--- config.mk ---
export PLATFORM = sky130hd
export DESIGN_NAME = signed_position_frame_parser_core
export DESIGN_NICKNAME = d
export VERILOG_FILES = /design/src/rtl/core/spfp_pkg.sv /design/src/rtl/core/signed_position_frame_parser_core.sv
export SDC_FILE = /design/constraint.sdc
export NUM_CORES = 1
export LEC_CHECK = 0
export BUFFER_PORTS_ARGS = -buffer_cell sky130_fd_sc_hd__buf_4
export CAP_MARGIN = 20
export CORE_MARGIN = 2
export CORE_UTILIZATION = 55
export CTS_BUF_LIST = sky130_fd_sc_hd__clkbuf_2
export CTS_CLUSTER_SIZE = 16
export DETAILED_ROUTE_END_ITERATION = 10
export PLACE_DENSITY = 0.77
export REMOVE_ABC_BUFFERS = 1
export SLEW_MARGIN = 30
export SYNTH_ARGS = -nofsm -noshare
export SYNTH_HDL_FRONTEND = slang
export SYNTH_SLANG_ARGS = --single-unit
--- constraint.sdc ---
create_clock -name clk_i -period 4.4 [get_ports clk_i]
set_input_delay 0.44 -clock clk_i [delete_from_list [all_inputs] [get_ports clk_i]]
set_output_delay 0.44 -clock clk_i [all_outputs]
set_load 0.01 [all_outputs]
--- src/rtl/core/spfp_pkg.sv ---
// Shared constants and types for the signed position frame parser.
package spfp_pkg;

  localparam logic [7:0] ChDollar = 8'h24;
  localparam logic [7:0] ChB      = 8'h42;
  localparam logic [7:0] ChL      = 8'h4C;
  localparam logic [7:0] ChComma  = 8'h2C;
  localparam logic [7:0] ChHash   = 8'h23;
  localparam logic [7:0] ChMinus  = 8'h2D;
  localparam logic [7:0] ChPlus   = 8'h2B;
  localparam logic [7:0] ChZero   = 8'h30;
  localparam logic [7:0] ChNine   = 8'h39;

  localparam int unsigned MagW     = 19;
  localparam int unsigned PosW     = 16;
  localparam int unsigned SeqW     = 8;
  localparam int unsigned OutDataW = PosW + SeqW;

  localparam logic [MagW-1:0] AccLimit = 19'd32768;
  localparam logic [MagW-1:0] MmLimit  = 19'd3276;

  typedef enum logic [5:0] {
    PhIdle   = 6'b000001,
    PhDollar = 6'b000010,
    PhGotB   = 6'b000100,
    PhSign   = 6'b001000,
    PhDigits = 6'b010000,
    PhGotL   = 6'b100000
  } phase_e;

endpackage

--- src/rtl/core/signed_position_frame_parser_core.sv ---
// Top level: byte stream parser for position and lost frames.
//
//  channel  | dir | tdata (low bit first)                        | tuser
//  s_axis   | in  | [7:0] byte_value                             | -
//  m_axis   | out | [15:0] position_tenth_mm, [23:16] sequence_res | target_valid
//
// An accepted byte lands in an input register and is parsed from there; a
// frame end writes the result register, which drives m_axis.
// One byte per cycle is sustained while the result register drains.
// rst_ni clears the phase, accumulator, frame count and both valid flags.
// A held result stalls parsing of the byte behind it; input stays open while
// the input register is empty.
module signed_position_frame_parser_core (
  input  logic                          clk_i,
  input  logic                          rst_ni,
  input  logic                          s_axis_tvalid,
  output logic                          s_axis_tready,
  input  logic [7:0]                    s_axis_tdata,  // [7:0] byte_value
  output logic                          m_axis_tvalid,
  input  logic                          m_axis_tready,
  output logic [spfp_pkg::OutDataW-1:0] m_axis_tdata,  // [15:0] position, [23:16] sequence
  output logic                          m_axis_tuser   // [0] target_valid
);
  import spfp_pkg::*;

  logic            in_valid_q;
  logic [7:0]      byte_q;
  phase_e          phase_q, phase_d;
  logic            neg_q, neg_d;
  logic            seen_q, seen_d;
  logic [MagW-1:0] mag_q, mag_d;
  logic [SeqW-1:0] count_q, count_d;

  logic            out_valid_q;
  logic [PosW-1:0] pos_q;
  logic [SeqW-1:0] seq_q;
  logic            tv_q;

  logic            advance;
  logic            emit;
  logic [PosW-1:0] emit_pos;
  logic            emit_tv;
  logic            is_digit;
  logic [3:0]      digit;
  logic [MagW-1:0] mag_mac;
  logic [MagW-1:0] mag_clamp;
  logic [PosW-1:0] pos_abs;

  assign advance       = !out_valid_q || m_axis_tready;
  assign s_axis_tready = !in_valid_q || advance;

  assign is_digit = byte_q inside {[ChZero:ChNine]};
  assign digit    = 4'(byte_q - ChZero);
  // magnitude*10 + digit; only used while magnitude < 32768 so 15 bits suffice
  assign mag_mac  = (MagW'(mag_q[14:0]) << 3) + (MagW'(mag_q[14:0]) << 1) + MagW'(digit);
  assign mag_clamp = (mag_q > MmLimit) ? MmLimit : mag_q;
  assign pos_abs   = (PosW'(mag_clamp) << 3) + (PosW'(mag_clamp) << 1);

  always_comb begin
    phase_d  = phase_q;
    neg_d    = neg_q;
    seen_d   = seen_q;
    mag_d    = mag_q;
    emit     = 1'b0;
    emit_pos = '0;
    emit_tv  = 1'b0;
    case (phase_q)
      PhIdle: begin
        if (byte_q == ChDollar) phase_d = PhDollar;
      end
      PhDollar: begin
        if (byte_q == ChB)      phase_d = PhGotB;
        else if (byte_q == ChL) phase_d = PhGotL;
        else                    phase_d = PhIdle;
      end
      PhGotB: begin
        if (byte_q == ChComma) begin
          phase_d = PhSign;
          neg_d   = 1'b0;
          mag_d   = '0;
          seen_d  = 1'b0;
        end else begin
          phase_d = PhIdle;
        end
      end
      PhSign: begin
        if (byte_q == ChMinus) begin
          neg_d   = 1'b1;
          phase_d = PhDigits;
        end else if (byte_q == ChPlus) begin
          phase_d = PhDigits;
        end else if (is_digit) begin
          mag_d   = MagW'(digit);
          seen_d  = 1'b1;
          phase_d = PhDigits;
        end else begin
          phase_d = PhIdle;
        end
      end
      PhDigits: begin
        if (is_digit) begin
          if (mag_q < AccLimit) mag_d = mag_mac;
          seen_d = 1'b1;
        end else if (byte_q == ChHash && seen_q) begin
          emit     = 1'b1;
          emit_tv  = 1'b1;
          emit_pos = neg_q ? (PosW'(0) - pos_abs) : pos_abs;
          phase_d  = PhIdle;
        end else begin
          phase_d = (byte_q == ChDollar) ? PhDollar : PhIdle;
        end
      end
      PhGotL: begin
        if (byte_q == ChHash) begin
          emit    = 1'b1;
          phase_d = PhIdle;
        end else begin
          phase_d = (byte_q == ChDollar) ? PhDollar : PhIdle;
        end
      end
      default: phase_d = PhIdle;
    endcase
  end

  assign count_d = count_q + SeqW'(1);

  always_ff @(posedge clk_i or negedge rst_ni) begin
    if (!rst_ni) begin
      in_valid_q  <= 1'b0;
      phase_q     <= PhIdle;
      neg_q       <= 1'b0;
      seen_q      <= 1'b0;
      mag_q       <= '0;
      count_q     <= '0;
      out_valid_q <= 1'b0;
    end else begin
      if (s_axis_tready) in_valid_q <= s_axis_tvalid;
      if (in_valid_q && advance) begin
        phase_q <= phase_d;
        neg_q   <= neg_d;
        seen_q  <= seen_d;
        mag_q   <= mag_d;
        if (emit) count_q <= count_d;
      end
      if (advance) out_valid_q <= in_valid_q && emit;
    end
  end

  always_ff @(posedge clk_i) begin
    if (s_axis_tready && s_axis_tvalid) byte_q <= s_axis_tdata;
    if (advance && in_valid_q && emit) begin
      pos_q <= emit_pos;
      seq_q <= count_d;
      tv_q  <= emit_tv;
    end
  end

  assign m_axis_tvalid = out_valid_q;
  assign m_axis_tdata  = {seq_q, pos_q};
  assign m_axis_tuser  = tv_q;

endmodule
==> results.toml <==
[sta]
final.setup.worst_slack_ns = 0.159
final-max-slew-violation-count = 0
clock-skew-final_ns = 0.0438
hold_violations_final = 0
worstMarginPinSlew_ns = 0.683
period_minus_slack_ns = 4.24
worst_slew_margin_rel = 0.543
tns_ns = 0
maximum_operating_frequency_mhz = 236
final_worst_path_cycle_share = 0.964
final-setup-viol-count = 0

[die]
floorplan.io_pins = 39
die_w_um = 98.3
rows = 34
die_h_um = 98.3
floorplan.initialDensity = 0.563
design.core.area_sq_um = 8680
die_area_sq_um = 9660

[setup_path]
timing.critical_path.fanout_max = 5
r2r-start = "mag_q[18]"
critical-path-slowest-cell = "sky130_fd_sc_hd__o41ai_4"
timing.critical_path.to_type = "flop"
worstPathCellList = "or4_4 > or4_4 > a21oi_4 > nand2b_1 > ha_1 > a211oi_1 > o21bai_1 > a31oi_2 > o41ai_4 > a2111oi_4 > o211a_1 > a311oi_1 > a21o_1 > a21oi_1"
worst_reg2reg_setup_slack_ns = 0.16
slowest_delay_ns = 0.54
worst_path_most_repeated_cell = "sky130_fd_sc_hd__or4_4"
timing.critical_path.from_type = "flop"
timing_worst_setup_path_type = "flop to flop"
critPathRequiredTime_ns = 4.68
r2r_cells = 14
reg2reg_to = "pos_q[15]"
crit_arrival_ns = 4.53

[yosys]
syn-mean-instance-area_sq_um = 9.66
synth_common_cells = "sky130_fd_sc_hd__nand2_1, sky130_fd_sc_hd__ha_1, sky130_fd_sc_hd__dfrtp_1, sky130_fd_sc_hd__o21ai_0, sky130_fd_sc_hd__nor2_1"
synth.cell_area_sq_um = 4890
synth_largest_type_area_fraction = 0.197
library_cell_with_the_highest_instance_count_after_synthesis = "sky130_fd_sc_hd__nand2_1"
seq_area_frac_synth = 0.386
post_synth_inst_count = 506
yosysTopAreaCell = "sky130_fd_sc_hd__edfxtp_1"
synth_enable_flop_cells = 32
postSynthRegisterBits = 69
synth.top_cells.by_area = "sky130_fd_sc_hd__edfxtp_1, sky130_fd_sc_hd__dfrtp_1, sky130_fd_sc_hd__ha_1, sky130_fd_sc_hd__xnor2_1, sky130_fd_sc_hd__nand2_1"
ys_warn_count = 0
dominantRegCellSynth = "sky130_fd_sc_hd__dfrtp_1"
synth_cell_types = 73
async_reset_ff_frac = 0.536

[placement]
place.gp.congestion = 0.909
placement.setup.worst_slack_ns = -0.0851
placement.io_buffers = 37
placement_cell_area_sq_um = 5350
dp_hpwl_um = 7420

[route]
final_routed_wirelength_across_all_metal_layers_um = 9960
first_pass_iters = 5
per_cell_via_count_in_the_routed_design = 5.76
ant_nets = 0
first_iter_violations = 186
drcViolationCount = 0
post_drt_wl_per_cell_um = 14.8
num_vias = 3872

[clock_tree]
cts.reportedPaths.clkPinSlew_ns = 0.20
cts.htree.levels = 3
cts.sink_count = 69
ctsRootBufferMaster = "sky130_fd_sc_hd__clkbuf_2"
cts_tree = "yes"
ctsLongestPathBuffers = 2
clock_network_latency_to_the_later_pin_of_the_worst_skew_pair_ns = 0.52
cts_buffers = 9

[final_layout]
flow.area_growth_from_synthesis_pct = 15.0
final_net_count = 616
antennaDiodeCount = 0
fin_util = 0.648
final_design_area_no_fill_sq_um = 5620
drive_gt1_frac = 0.199
fillerInstances = 722

[status]
outcome = "complete, no violations"

[worst_hold_path]
hold-path-endpoint = "byte_q[6]"
min-delay-path-class = "primary input to flop"
worstHoldPathCells = 1
hp-start = "s_axis_tdata[6]"

[global_route]
overflow = 0
antenna_found_initial = 0
grt_max_degree = 38
grt_pass1_wl_um = 16800
grt_use_total = 0.210
vias_in_the_first_global_route = 3687

[power]
leakage_nw = 2.58
power.density_nw_per_um2 = 232
peakVddDrop_mv = 0.144
finalPower_mw = 1.30

[flow_run]
max_cap_violation_count = 0
-- kinds of logic (layout without fill, tap and decap cells) --
group                      after synthesis  after routing  synth area share
DFF                                     69             69             0.386
and+or+nand+nor                        184            184             0.195
buffers and inverters                   36             92            0.0356
muxes                                    1              1           0.00230
other                                    1              3          0.000767
adders and majority gates               45             45             0.120
AOI/OAI and AO/OA                      125            125             0.180
xor gates and xnor gates                45             45            0.0806
-- worst max path at each step --
stage | startpoint | to | slack [ns]
2_1_floorplan | mag_q[18] | pos_q[14] | -0.20
3_3_place_gp | mag_q[18] | pos_q[15] | 0.05
3_5_place_dp | mag_q[18] | pos_q[14] | -0.09
4_1_cts | mag_q[17] | pos_q[14] | 0.008
5_1_grt | mag_q[17] | pos_q[14] | -0.03
6_report | mag_q[18] | pos_q[15] | 0.16
-- worst max-delay path: cells and delay by family (launching register included) --
family                     cells  cell delay [ns]
AOI/OAI and AO/OA             10             2.06
DFF                            1             0.42
adders and majority gates      1             0.36
and+or+nand+nor                3             1.18
-- layout by cell type, fill, tap and decap left out, types with 3 or more instances in the layout --
master and instances:
sky130_fd_sc_hd__nand3b_1 3, sky130_fd_sc_hd__and2_1 6, sky130_fd_sc_hd__nor2b_1 5, sky130_fd_sc_hd__nor4_1 5
sky130_fd_sc_hd__o41ai_1 4, sky130_fd_sc_hd__clkbuf_2 9, sky130_fd_sc_hd__nand3_1 14, sky130_fd_sc_hd__buf_4 57
sky130_fd_sc_hd__xnor2_1 26, sky130_fd_sc_hd__xor2_1 18, sky130_fd_sc_hd__a211oi_1 4, sky130_fd_sc_hd__nor2_1 32
sky130_fd_sc_hd__nand4_1 4, sky130_fd_sc_hd__nor3b_1 3, sky130_fd_sc_hd__a21o_1 9, sky130_fd_sc_hd__a21oi_1 27
sky130_fd_sc_hd__conb_1 3, sky130_fd_sc_hd__or2_2 3, sky130_fd_sc_hd__o21ai_0 35, sky130_fd_sc_hd__nand2b_1 11
sky130_fd_sc_hd__ha_1 40, sky130_fd_sc_hd__and3b_1 3, sky130_fd_sc_hd__inv_1 18, sky130_fd_sc_hd__o21bai_1 3
sky130_fd_sc_hd__nor3_1 9, sky130_fd_sc_hd__o31ai_1 7, sky130_fd_sc_hd__inv_6 3, sky130_fd_sc_hd__dfrtp_1 36
sky130_fd_sc_hd__and3_1 6, sky130_fd_sc_hd__edfxtp_1 32, sky130_fd_sc_hd__o211ai_1 4, sky130_fd_sc_hd__nand2_1 59
-- layout make-up --
class                           instances  area [sq um]  share of cell area
Tap cell                              108           135              0.0240
Inverter                               18          67.6              0.0120
Sequential cell                        69          1890               0.336
Timing Repair Buffer                   58           438              0.0779
Multi-Input combinational cell        403          2940               0.524
Clock inverter                          7           104              0.0185
Clock buffer                            9          45.0             0.00801
-- state kept, by name (all words and copies together) (netlist names) --
register / cells
mag_q: 19
count_q: 8
pos_q: 15
m_axis_tuser: 1
byte_q: 8
in_valid_q: 1
seq_q: 8
seen_q: 1
phase_q: 6
m_axis_tvalid: 1
neg_q: 1
-- metrics by stage --
stage | cells | hold slack, ns
after global routing | 672 | 0.0191
after floorplan | 490 | 0.144
after CTS | 670 | 0.0563
final | 672 | 0.0933
after global placement | 653 | 0.420
after detailed placement | 653 | 0.427
-- metal layers --
layer | wire [um] | up-vias | share of wire | global-route usage
li1 | - | 1945 | - | -
met1 | 4650 | 1844 | 0.47 | 0.279
met2 | 4870 | 72 | 0.49 | 0.354
met3 | 328 | 11 | 0.033 | 0.0415
met4 | 107 | 0 | 0.011 | 0.0580
met5 | 0 | - | 0 | 0
-- what timing repair did --
| action | CTS | global route |
|---|---|---|
| endpoints found under the hold margin | 36 | 0 |
| hold buffers | 1 | 0 |
| setup buffers | 0 | 2 |
| pin swaps | 0 | 6 |
| setup endpoints to repair | 3 | 5 |
| gates resized for setup | 1 | 16 |
-- power breakdown --
part / total, mW / switching (mW) / leakage [nW] / internal (mW)
Sequential: 0.717 / 0.0253 / 0.847 / 0.692
Combinational: 0.144 / 0.0811 / 1.65 / 0.0624
Clock: 0.443 / 0.247 / 0.0875 / 0.196
Total: 1.30 / 0.353 / 2.58 / 0.951
Power figures use the tool's default switching activity.
